[config.mk]
export PLATFORM = sky130hd
export DESIGN_NAME = mlc_div
export DESIGN_NICKNAME = d
export VERILOG_FILES = /design/src/design/mlc_pkg.sv /design/src/design/mlc_div.sv
export SDC_FILE = /design/constraint.sdc
export NUM_CORES = 1
export LEC_CHECK = 0
export ABC_AREA = 1
export BUFFER_PORTS_ARGS = -buffer_cell sky130_fd_sc_hd__buf_4
export CAP_MARGIN = 15
export CORE_ASPECT_RATIO = 0.8
export CORE_MARGIN = 3
export CORE_UTILIZATION = 40
export CTS_BUF_LIST = sky130_fd_sc_hd__clkbuf_8
export DETAILED_ROUTE_END_ITERATION = 8
export HOLD_SLACK_MARGIN = 0.02
export PLACE_DENSITY_LB_ADDON = 0.15
export SYNTH_ARGS = -nofsm -noshare
export SYNTH_HDL_FRONTEND = slang
export SYNTH_SLANG_ARGS = --single-unit
export TNS_END_PERCENT = 100
[constraint.sdc]
create_clock -name i_clk -period 5.2 [get_ports i_clk]
set_input_delay 0.52 -clock i_clk [delete_from_list [all_inputs] [get_ports i_clk]]
set_output_delay 0.52 -clock i_clk [all_outputs]
set_load 0.1 [all_outputs]
[src/design/mlc_pkg.sv]
package mlc_pkg;

    // payload field types
    typedef logic signed [31:0] t_slope;
    typedef logic signed [47:0] t_icpt;
    typedef logic signed [31:0] t_point;
    typedef logic signed [63:0] t_value;
    typedef logic        [1:0]  t_status;

    // breakpoint, cross numerator and denominator
    typedef logic signed [49:0] t_bp;
    typedef logic signed [48:0] t_num;
    typedef logic        [31:0] t_den;

    // number of quotient bits the divider produces
    localparam int DivSteps = 49;

    localparam logic OP_INSERT = 1'b0;
    localparam logic OP_QUERY  = 1'b1;

    localparam t_status ST_OK    = 2'd0;
    localparam t_status ST_EMPTY = 2'd1;
    localparam t_status ST_FULL  = 2'd2;

    // one stored line
    typedef struct packed {
        t_bp    bp;
        t_icpt  icpt;
        t_slope slope;
    } t_entry;

    // divider request and response
    typedef struct packed {
        logic start;
        t_num numer;
        t_den denom;
    } t_div_req;

    typedef struct packed {
        logic done;
        t_bp  quot;
    } t_div_rsp;

endpackage

[src/design/mlc_div.sv]
module mlc_div (
    input  logic              i_clk,
    input  logic              i_rst_n,
    input  mlc_pkg::t_div_req i_req,
    output mlc_pkg::t_div_rsp o_rsp
);
    import mlc_pkg::*;

    localparam int CntW = $clog2(DivSteps + 1);

    logic                r_busy;
    logic                r_done;
    logic [CntW-1:0]     r_cnt;
    logic [DivSteps-1:0] r_q;
    t_den                r_rem;
    t_den                r_den;
    logic                r_neg;

    logic [DivSteps-1:0] mag;
    logic [32:0]         rem_sh;
    logic [32:0]         rem_sub;
    logic                ge;
    logic [49:0]         q_ext;
    logic [49:0]         quot_u;

    // magnitude of the numerator, one restoring step
    always_comb begin
        mag     = i_req.numer[DivSteps-1] ? (~i_req.numer + 1'b1) : i_req.numer;
        rem_sh  = {r_rem, r_q[DivSteps-1]};
        rem_sub = rem_sh - {1'b0, r_den};
        ge      = (rem_sh >= {1'b0, r_den});
    end

    // round the quotient toward plus infinity
    always_comb begin
        q_ext  = {1'b0, r_q};
        quot_u = r_neg ? (~q_ext + 50'd1) : (q_ext + {49'd0, (r_rem != '0)});
        o_rsp.done = r_done;
        o_rsp.quot = t_bp'(quot_u);
    end

    // control: count the steps
    always_ff @(posedge i_clk) begin
        if (!i_rst_n) begin
            r_busy <= 1'b0;
            r_done <= 1'b0;
            r_cnt  <= '0;
        end else begin
            r_done <= 1'b0;
            if (i_req.start) begin
                r_busy <= 1'b1;
                r_cnt  <= CntW'(DivSteps);
            end else if (r_busy) begin
                r_cnt <= r_cnt - 1'b1;
                if (r_cnt == CntW'(1)) begin
                    r_busy <= 1'b0;
                    r_done <= 1'b1;
                end
            end
        end
    end

    // datapath: shift in one quotient bit per cycle
    always_ff @(posedge i_clk) begin
        if (i_req.start) begin
            r_q   <= mag;
            r_rem <= '0;
            r_den <= i_req.denom;
            r_neg <= i_req.numer[DivSteps-1];
        end else if (r_busy) begin
            r_q   <= {r_q[DivSteps-2:0], ge};
            r_rem <= ge ? rem_sub[31:0] : rem_sh[31:0];
        end
    end

endmodule

After elaboration in Yosys (flattened, before gate mapping) --
Cells that the tools add are included.
Operators by class: eq/ne operators 1, reduce and logical (&&, ||, !) cells 4, $add $sub $neg 5, multiplexer cells 11, order comparisons 1, bitwise logic cells 4
Operator list (count):
- $mux W49 | 3
- $add A49 B1 Y50 | 1
- $add A50 B1 Y50 const B | 1
- $mux W50 | 1
- $not A49 Y50 | 1
- $add A49 B1 Y49 const B | 1
- $not A49 Y49 | 1
- $ge A33 B32 Y1 | 1
- $mux W32 | 1
- $reduce_bool A32 Y1 | 1
- $sub A32 B32 Y32 | 1
- $mux W6 | 2
- $eq A6 B1 Y1 const B | 1
- $sub A6 B1 Y6 const B | 1
- $mux W1 | 4
- $reduce_or A3 Y1 | 1
- $not A1 Y1 | 2
- $reduce_bool A2 Y1 | 1
- $reduce_or A2 Y1 | 1
Storage, ports and cells: register bits after elaboration 122, bits of input ports 84, logic and storage cells 34, output and inout port bits 51

Logic depth before layout (Yosys ltp) --
Gate-level depths: netlist of the first run.
word-level depth 4, mapped depth 17

Least setup slack after synthesis of the first run --
No wires, ideal clock.
kind reg2out, from register r_q[2], to output port o_rsp[27] (netlist name), stages on the path, launching flop included 10, path buffers 0, slack 1.340 ns, data arrival time 3.340 ns, required time 4.680 ns, path through edfxtp_1 > inv_1 > nand3_1 > nor2_4 > nand2_2 > nor2_2 > inv_2 > nor2_1 > xor2_1 > o21ai_0
RTL lines:
- start, declared | line mlc_div.sv:14 | logic [DivSteps-1:0] r_q;
- start signal, assigned | line mlc_div.sv:66 | r_q <= mag;
- start signal, assigned | line mlc_div.sv:71 | r_q <= {r_q[DivSteps-2:0], ge};
- end, declared | line mlc_div.sv:5 | output mlc_pkg::t_div_rsp o_rsp

==> impl_metrics.toml, run 1 <==
[detailed_routing]
met2_length_um = 16300
via_per_inst = 5.24
wl_met1_um = 23400
firstDrtPassIters = 5
drt_wl_total_um = 45000
dr_wl_met3_um = 4320
drtAntennaViolNets = 0
routed.top_layer = "met4"
initialDrtViolationCount = 1316
drt_drc_violations_left = 0
via_count = 13141
wl_per_cell_um = 17.9

[clocking]
cts_resized = 0
numCtsBuffers = 17
cts_tree = "done"
cts_hold_buffers = 0
clkLatencyLatePin_ns = 0.47
cts_max_path_buffers = 2
cts-root-buf = "clkbuf_8"
ctsHtreeMaxLevel = 4
post_cts_buffers = 0
clkTransAtPathRegs_ns = 0.09
clock_sinks = 122

[min_path]
hp-class = "in2reg"

[final_layout]
area_delta_synth_final_pct = 14.8
n_antenna_cell = 0
drive_gt1_frac = 0.111
utilization = 0.470
fin_nets = 2211

[sta]
setup_violations = 0
finalCritPeriodShare = 0.770
finalSetupTns_ns = 0
worst_pin_slew_ns = 0.958
skew_ns = 0.0206
min_period_ns = 4.01
fmax_mhz = 250
finalHoldViolCount = 0
slew_viol_final = 0
finalWorstSetupSlack_ns = 1.19
holdWs_ns = 0.226
rsz0062_at_grt = "no"
slew_headroom = 0.360

[die]
core-area_sq_um = 29500
dieArea_sq_um = 32300
std_cell_rows = 56
die_w_um = 200
floorplan.io_pins = 135
die_h_um = 161
initial_core_util = 0.410

[logic_synthesis]
yosys.area.top_type = "edfxtp_1"
ys_warn_count = 0
ys_types = 48
synth_area_per_cell_sq_um = 6.13
yosysMostFrequentCell = "nand2_1"
postSynthCellCount = 1971
synth_area_sq_um = 12100
synth-edff-count = 82
ys_ff_latch = 122
synthFlopType = "edfxtp_1"
seq_area_frac_synth = 0.270
syn-num-nets = 2094
synth_top_area_frac = 0.204
netlist_top_cells_count = "nand2_1, inv_1, nor2_1"
synthArstFlopShare = 0
synthTopCellsByArea = "edfxtp_1, nand2_1, inv_1"

[global_routing]
grt_usage = 0.276
grt_pass1_vias = 11809
grt_pass1_wl_um = 69500
grt.overflow.total = 0
grt_antenna_before_repair = 0
grt_max_degree = 56

[power_and_ir_drop]
power.share.clock = 0.261
internal_power_uw = 1880
ir_drop_mv = 0.176
p_leak_uw = 0.00662
switchingPower_uw = 1600
seqPwrFrac = 0.359
switching_share = 0.460
powerDensity_nw_per_um2 = 251
power_uw = 3480
p_comb_frac = 0.380

[place]
port_buffers = 134
routabilityCongestion = 1.03
dp_hpwl_um = 36400
dp_slack_ns = 1.80

[worst_setup_path]
worstSetupPathType = "reg2out"
required_ns = 4.68
end_kind = "primary output"
critPathMaxFanout = 5
worst-path-buf-inv = 3
cpMaxStageDelayCell = "nor4_1"
max_stage_delay_ns = 0.60
start_kind = "flop"
crit_arrival_ns = 3.49
crit_family = "simple AND/OR/NAND/NOR gates"
crit_chain = "inv_1, nand4_1, nor4_1, nand3_1, ha_1, ha_1, inv_1, nor2_1, nand2_1, nor2_4, nand4_1, nor3b_1, nor2_1, xor2_1, buf_4"

[flow_run]
cap_violations = 0

[run_status]
status = "finished clean"
[placed cells by master (no fill, tap or decap), types with 3 or more instances in the layout]
cell type / Yosys / routed
nand2_1: 646 / 646
inv_1: 265 / 265
nor2_1: 228 / 227
nand3_1: 179 / 179
buf_4: 4 / 143
xor2_1: 82 / 82
edfxtp_1: 82 / 82
nand4_1: 53 / 53
o21ai_0: 52 / 52
nor3_1: 46 / 46
dfxtp_1: 40 / 40
ha_1: 38 / 38
o21ai_1: 35 / 35
a21oi_1: 30 / 30
nand3b_1: 21 / 21
inv_2: 20 / 20
xnor2_1: 19 / 19
clkbuf_8: 0 / 18
nor4_1: 17 / 17
nor2_2: 11 / 11
a31oi_1: 7 / 7
nand2_2: 6 / 6
clkinv_1: 5 / 5
o31ai_1: 5 / 5
nor2_4: 3 / 4
inv_6: 0 / 4
clkinv_4: 0 / 4
o21bai_1: 3 / 3
nand3_2: 3 / 3
o22ai_1: 3 / 3
[cells by family (layout without fill, tap and decap cells)]
logic type | count (synthesis) | after routing | share of synthesized area
xor+xnor | 101 | 101 | 0.0732
fa+ha+maj | 39 | 39 | 0.0410
buf+inv | 335 | 465 | 0.108
flops | 122 | 122 | 0.270
compound gates | 142 | 142 | 0.0639
simple gates | 1232 | 1232 | 0.444
[sequential cells by signal (all words and copies together), names as in the netlist]
name,flops
r_q,49
r_busy,1
r_neg,1
r_rem,32
r_done,1
r_cnt,6
r_den,32
[final timing paths]
check,startpoint,end,slack (ns),depth (start not counted)
setup / recovery,r_rem[0],o_rsp[20],1.19,15
hold / removal,i_req[16],r_den[16],0.23,1
setup reg to reg,r_q[48],r_q[0],2.09,11
hold reg to reg,r_rem[31],r_rem[31],0.48,2
[layout make-up]
cell class,count,area (sq um)
Inverter,290,1090
Clock buffer,18,248
Fill cell,3157,15600
Sequential cell,122,3260
Timing Repair Buffer,143,1070
Multi-Input combinational cell,1514,7530
Tap cell,406,508
Clock inverter,14,161
[layer usage]
metal,vias up,global-route usage
li1,6568,-
met1,5938,0.457
met2,591,0.350
met3,44,0.0536
met4,0,0.0702
met5,-,0.00298
[stage by stage]
step / instance area (sq um) / std cells
global placement: 13500 / 2475
global route: 13900 / 2507
floorplan: 12100 / 1971
CTS: 13900 / 2507
finish: 13900 / 2507
detailed placement: 13500 / 2475
[worst reg2reg max path, stage by stage, from the launching register on]
cell	delay [ns]
edfxtp_1	0.52
inv_1	0.24
ha_1	0.26
inv_1	0.09
nand3_1	0.10
nand3_2	0.16
nand2_2	0.11
nand2_2	0.06
nand2_2	0.59
nand2_4	0.44
nand2_1	0.16
o21ai_1	0.12
[power groups by stage]
| stage | Sequential, uW | Combinational, uW | Clock [uW] |
|---|---|---|---|
| 2_1_floorplan | 1200 | 969 | 0 |
| 3_3_place_gp | 1260 | 1310 | 0 |
| 3_5_place_dp | 1260 | 1310 | 0 |
| 4_1_cts | 1240 | 1320 | 928 |
| 5_1_grt | 1260 | 1410 | 983 |
| 6_report | 1250 | 1320 | 910 |
No activity file was read; power rests on OpenSTA's default activity.
==> run 2: changes to the inputs <==
==> constraint.sdc (replaced) <==
create_clock -name i_clk -period 3.84 [get_ports i_clk]
set_input_delay 0.384 -clock i_clk [delete_from_list [all_inputs] [get_ports i_clk]]
set_output_delay 0.384 -clock i_clk [all_outputs]
set_load 0.1 [all_outputs]
==> run 2 against run 1 <==
Effect of this change:
- final cell count up 0.12%
- first-iteration DRC count up 1.8%
- largest cell class unchanged
- critical path type unchanged
- sequential power up 35%
==> impl_metrics.toml, run 2 (synthesized netlist as in run 1, its figures left out) <==
[detailed_routing]
wl_per_cell_um = 17.9
firstDrtPassIters = 6
via_count = 13304
via_per_inst = 5.30
drt_drc_violations_left = 0
drt_wl_total_um = 45000
drtAntennaViolNets = 0
initialDrtViolationCount = 1340

[power_and_ir_drop]
ir_drop_mv = 0.224
power_uw = 4580
switchingPower_uw = 2180
p_leak_uw = 0.00662
p_comb_frac = 0.392
power.share.clock = 0.239
seqPwrFrac = 0.369
internal_power_uw = 2400
powerDensity_nw_per_um2 = 331
switching_share = 0.477

[global_routing]
grt_max_degree = 68
grt_pass1_vias = 11874
grt_pass1_wl_um = 68800
grt_usage = 0.273
grt_antenna_before_repair = 0
grt.overflow.total = 0

[sta]
slew_headroom = 0.404
skew_ns = 0.0191
setup_violations = 0
rsz0062_at_grt = "no"
min_period_ns = 3.58
fmax_mhz = 279
slew_viol_final = 0
finalWorstSetupSlack_ns = 0.258
finalSetupTns_ns = 0
finalHoldViolCount = 0
finalCritPeriodShare = 0.933
worst_pin_slew_ns = 0.895

[final_layout]
largest_reg_flops = 49
multi_input_area_sq_um = 7540
n_antenna_cell = 0
fin_nets = 2214
top_register = "r_q"
drive_gt1_frac = 0.113
fin_cells = 2510
design_area_sq_um = 13800
fillCellCount = 3176
regArea_sq_um = 3260
layout_common_cells = "nand2_1, inv_1, nor2_1, nand3_1, buf_4"
area_delta_synth_final_pct = 14.6
final_common_cell = "nand2_1"
largest_registers = "r_q (49), r_den (32), r_rem (32)"

[run_status]
status = "finished clean"

[place]
port_buffers = 134
place_area_sq_um = 13500
dp_hpwl_um = 36200
dp_slack_ns = 0.682
routabilityCongestion = 1.01
dp.cells = 2478

[worst_setup_path]
required_ns = 3.46
crit_arrival_ns = 3.20
end_kind = "primary output"
worstSetupPathType = "reg2out"
start_kind = "flop"
critPathMaxFanout = 5

[die]
core-area_sq_um = 29500
initial_core_util = 0.410
die_h_um = 161
die_w_um = 200
dieArea_sq_um = 32300
floorplan.io_pins = 135
std_cell_rows = 56

[clocking]
ctsHtreeMaxLevel = 4
cts_tree = "done"
clkLatencyLatePin_ns = 0.47
cts_hold_buffers = 0
numCtsBuffers = 17
clkTransAtPathRegs_ns = 0.09
clock_sinks = 122
cts-root-buf = "clkbuf_8"
cts_max_path_buffers = 2

[min_path]
hp-class = "in2reg"

[flow_run]
cap_violations = 0
## run 2: changes by cell type in the layout (fill, tap and decap cells not counted), moves of 2 or more
cell	before	now
buf_4	143	146
bufinv_16	2	0
nor4_1	17	15
nor4_2	1	3
## run 2: area by class of cell
class | instances | share of cell area
Timing Repair Buffer | 146 | 0.0792
Clock buffer | 17 | 0.0169
Inverter | 290 | 0.0786
Tap cell | 406 | 0.0367
Sequential cell | 122 | 0.236
Clock inverter | 15 | 0.00858
Multi-Input combinational cell | 1514 | 0.544
## run 2: power groups by stage
stage                     sequential [uW]  clock (uW)  combinational [uW]
after detailed placement             1710           0                1780
after CTS                            1680        1120                1780
after global routing                 1700        1180                1910
final                                1690        1100                1800
after floorplan                      1620           0                1310
after global placement               1710           0                1780
## run 2: final timing paths
kind                                 from         to  slack [ns]  cells after the start
worst min register to register  r_rem[20]  r_rem[20]        0.48                      2
worst max-delay path             r_rem[6]  o_rsp[20]        0.26                     16
worst max register to register  r_den[28]     r_q[0]        0.96                     10
worst min-delay path            i_req[16]  r_den[16]        0.09                      1
## run 2: per-layer routing
metal  part of all wire  wire, um  GRT usage
met5                  0         0          0
met4             0.0079       357     0.0418
met3              0.094      4230     0.0411
met2               0.38     17100      0.369
met1               0.52     23300      0.452
## run 2: stage by stage
| step | hold slack, ns | utilization |
|---|---|---|
| 4_1_cts | 0.0531 | 0.469 |
| 5_1_grt | 0.0543 | 0.469 |
| 6_report | 0.0896 | 0.469 |
| 2_1_floorplan | 0.445 | - |
| 3_5_place_dp | 0.463 | 0.457 |
| 3_3_place_gp | 0.459 | 0.457 |
## run 2: critical path: stages (launching register included)
cell     delay [ns]
dfxtp_1        0.32
inv_1          0.09
nand4_1        0.16
nor4_1         0.29
buf_4          0.17
nand3_1        0.10
ha_1           0.27
ha_1           0.22
inv_1          0.09
nor2_1         0.06
nand2_1        0.14
nor2_4         0.06
nand4_1        0.11
nor3b_1        0.07
nor2_1         0.13
xor2_1         0.15
buf_4          0.31
## run 2: timing repair
| action | CTS | global route |
|---|---|---|
| resized for setup | 0 | 3 |
| setup endpoints to repair | 0 | 6 |
| endpoints found under the hold margin | 0 | 0 |
| setup buffers | 0 | 0 |
==> run 3: changes to the inputs <==
--- a/config.mk
+++ b/config.mk
@@ -6,11 +6,12 @@
 export NUM_CORES = 1
 export LEC_CHECK = 0
 export ABC_AREA = 1
+export ABC_CLOCK_PERIOD_IN_PS = 3840
 export BUFFER_PORTS_ARGS = -buffer_cell sky130_fd_sc_hd__buf_4
 export CAP_MARGIN = 15
 export CORE_ASPECT_RATIO = 0.8
 export CORE_MARGIN = 3
-export CORE_UTILIZATION = 40
+export CORE_UTILIZATION = 62
 export CTS_BUF_LIST = sky130_fd_sc_hd__clkbuf_8
 export DETAILED_ROUTE_END_ITERATION = 8
 export HOLD_SLACK_MARGIN = 0.02
==> run 3 against run 2 <==
Effect of this change:
- clock power grew 8%
- largest power group unchanged
- wire length shrank 11%
- sequential share of layout area rose by 0.23 points
- critical endpoint is now o_rsp[18]
- critical path depth decreased by 1
- critical path type unchanged
- largest cell class unchanged
- clock skew is essentially flat
==> impl_metrics.toml, run 3 (synthesized netlist as in run 1, its figures left out) <==
[run_status]
status = "finished clean"

[detailed_routing]
initialDrtViolationCount = 2033
firstDrtPassIters = 6
wl_per_cell_um = 17.0
via_per_inst = 5.82
drtAntennaViolNets = 0
drt_wl_total_um = 40000
via_count = 13733
drt_drc_violations_left = 0

[die]
core-area_sq_um = 19000
floorplan.io_pins = 135
std_cell_rows = 45
die_h_um = 131
dieArea_sq_um = 21200
die_w_um = 162
initial_core_util = 0.635

[clocking]
cts_max_path_buffers = 2
clock_sinks = 122
cts_tree = "done"
cts-root-buf = "clkbuf_8"
numCtsBuffers = 17
clkLatencyLatePin_ns = 0.45
ctsHtreeMaxLevel = 4
clkTransAtPathRegs_ns = 0.10

[sta]
setup_violations = 0
finalSetupTns_ns = 0
min_period_ns = 3.64
rsz0062_at_grt = "no"
finalCritPeriodShare = 0.948
worst_pin_slew_ns = 0.828
fmax_mhz = 275
skew_ns = 0.0188
slew_viol_final = 0
slew_headroom = 0.448
finalHoldViolCount = 0
finalWorstSetupSlack_ns = 0.198

[worst_setup_path]
worstSetupPathType = "reg2out"
required_ns = 3.46
crit_start = "r_rem[0]"
reg2reg_from = "r_q[48]"
start_kind = "flop"
end_kind = "primary output"
reg2reg_depth = 15
reg2reg_slack_ns = 1.17
r2r-end = "r_rem[20]"
crit_arrival_ns = 3.26
critPathMaxFanout = 5
critical_path.endpoint = "o_rsp[18]"

[power_and_ir_drop]
p_leak_uw = 0.00665
power_uw = 4650
powerDensity_nw_per_um2 = 339
ir_drop_mv = 0.355

[place]
port_buffers = 134
routabilityCongestion = 1.06
dp_slack_ns = 0.508
dp_hpwl_um = 31900

[global_routing]
grt_pass1_wl_um = 61000
grt_max_degree = 68
grt_antenna_before_repair = 0
grt_usage = 0.367
grt_pass1_vias = 11735
grt.overflow.total = 0

[final_layout]
area_delta_synth_final_pct = 13.5
final_common_cell = "nand2_1"
top_register = "r_q"
fillCellCount = 1710
largest_reg_flops = 49
n_antenna_cell = 0
fin_nets = 2212
layout_common_cells = "nand2_1, inv_1, nor2_1, nand3_1, buf_4"
drive_gt1_frac = 0.112
largest_registers = "r_q (49), r_den (32), r_rem (32)"

[min_path]
hold_start = "i_req[6]"
hp-class = "in2reg"

[flow_run]
cap_violations = 0
==> run 3: changes by cell type in the layout (fill, tap and decap cells not counted), moves of 2 or more <==
cell | previous run | this run
buf_6 | 0 | 2
clkinv_2 | 1 | 3
clkinv_4 | 5 | 3
nor4_2 | 3 | 1
buf_4 | 146 | 141
inv_6 | 5 | 3
bufinv_16 | 0 | 2
==> run 3: through the flow <==
step                hold slack [ns]  cell area, sq um   util  instances
floorplan                     0.445             12100      -       1971
global placement              0.461             13300  0.698       2328
detailed placement            0.466             13300  0.698       2328
CTS                          0.0867             13700  0.719       2360
global route                 0.0839             13700  0.721       2360
finish                       0.0988             13700  0.721       2360
==> run 3: timing repair <==
item | 4_1_cts | 5_1_grt
endpoints found under the setup margin | 0 | 22
hold buffers | 0 | 0
gates resized for setup | 0 | 5
buffers inserted | 0 | 0
==> run 3: cell type report <==
class / instances / area (sq um) / area share
Multi-Input combinational cell: 1514 / 7540 / 0.550
Sequential cell: 122 / 3260 / 0.238
Timing Repair Buffer: 144 / 1100 / 0.0803
Inverter: 290 / 1090 / 0.0794
Tap cell: 258 / 323 / 0.0235
Clock buffer: 17 / 234 / 0.0171
Clock inverter: 15 / 164 / 0.0120
==> run 3: worst max-delay path, stage by stage (launching register included) <==
cell and delay [ns]:
dfxtp_1 0.32, inv_1 0.14, nand4_1 0.17, nor4_4 0.42, nand3_2 0.15, ha_1 0.28
ha_1 0.21, inv_1 0.09, nor2_1 0.06, nand2_1 0.14, nor2_4 0.06, nand3_1 0.09
nand3b_1 0.12, nand3_1 0.09, xor2_1 0.20, buf_6 0.26
==> run 3: power by group <==
group          switching [uW]  leakage, uW  internal, uW  total [uW]
registers                 154      0.00115          1520        1680
clock network             602     0.000205           590        1190
logic                    1360      0.00530           421        1780
total                    2120      0.00665          2530        4650
==> run 3: worst min path at each step <==
stage	endpoint	slack [ns]	depth (start not counted)
after floorplan	r_rem[31]	0.44	2
after global placement	r_rem[20]	0.46	2
after detailed placement	r_rem[31]	0.47	2
after CTS	r_den[6]	0.09	1
after global routing	r_den[4]	0.08	1
final	r_den[6]	0.1	1
==> run 3: routing by layer <==
layer / wire [um] / GRT usage / vias to the layer above
li1: - / - / 6567
met3: 6280 / 0.110 / 101
met4: 933 / 0.0888 / 0
met2: 15500 / 0.506 / 985
met5: 0 / 0 / -
met1: 17300 / 0.557 / 6080
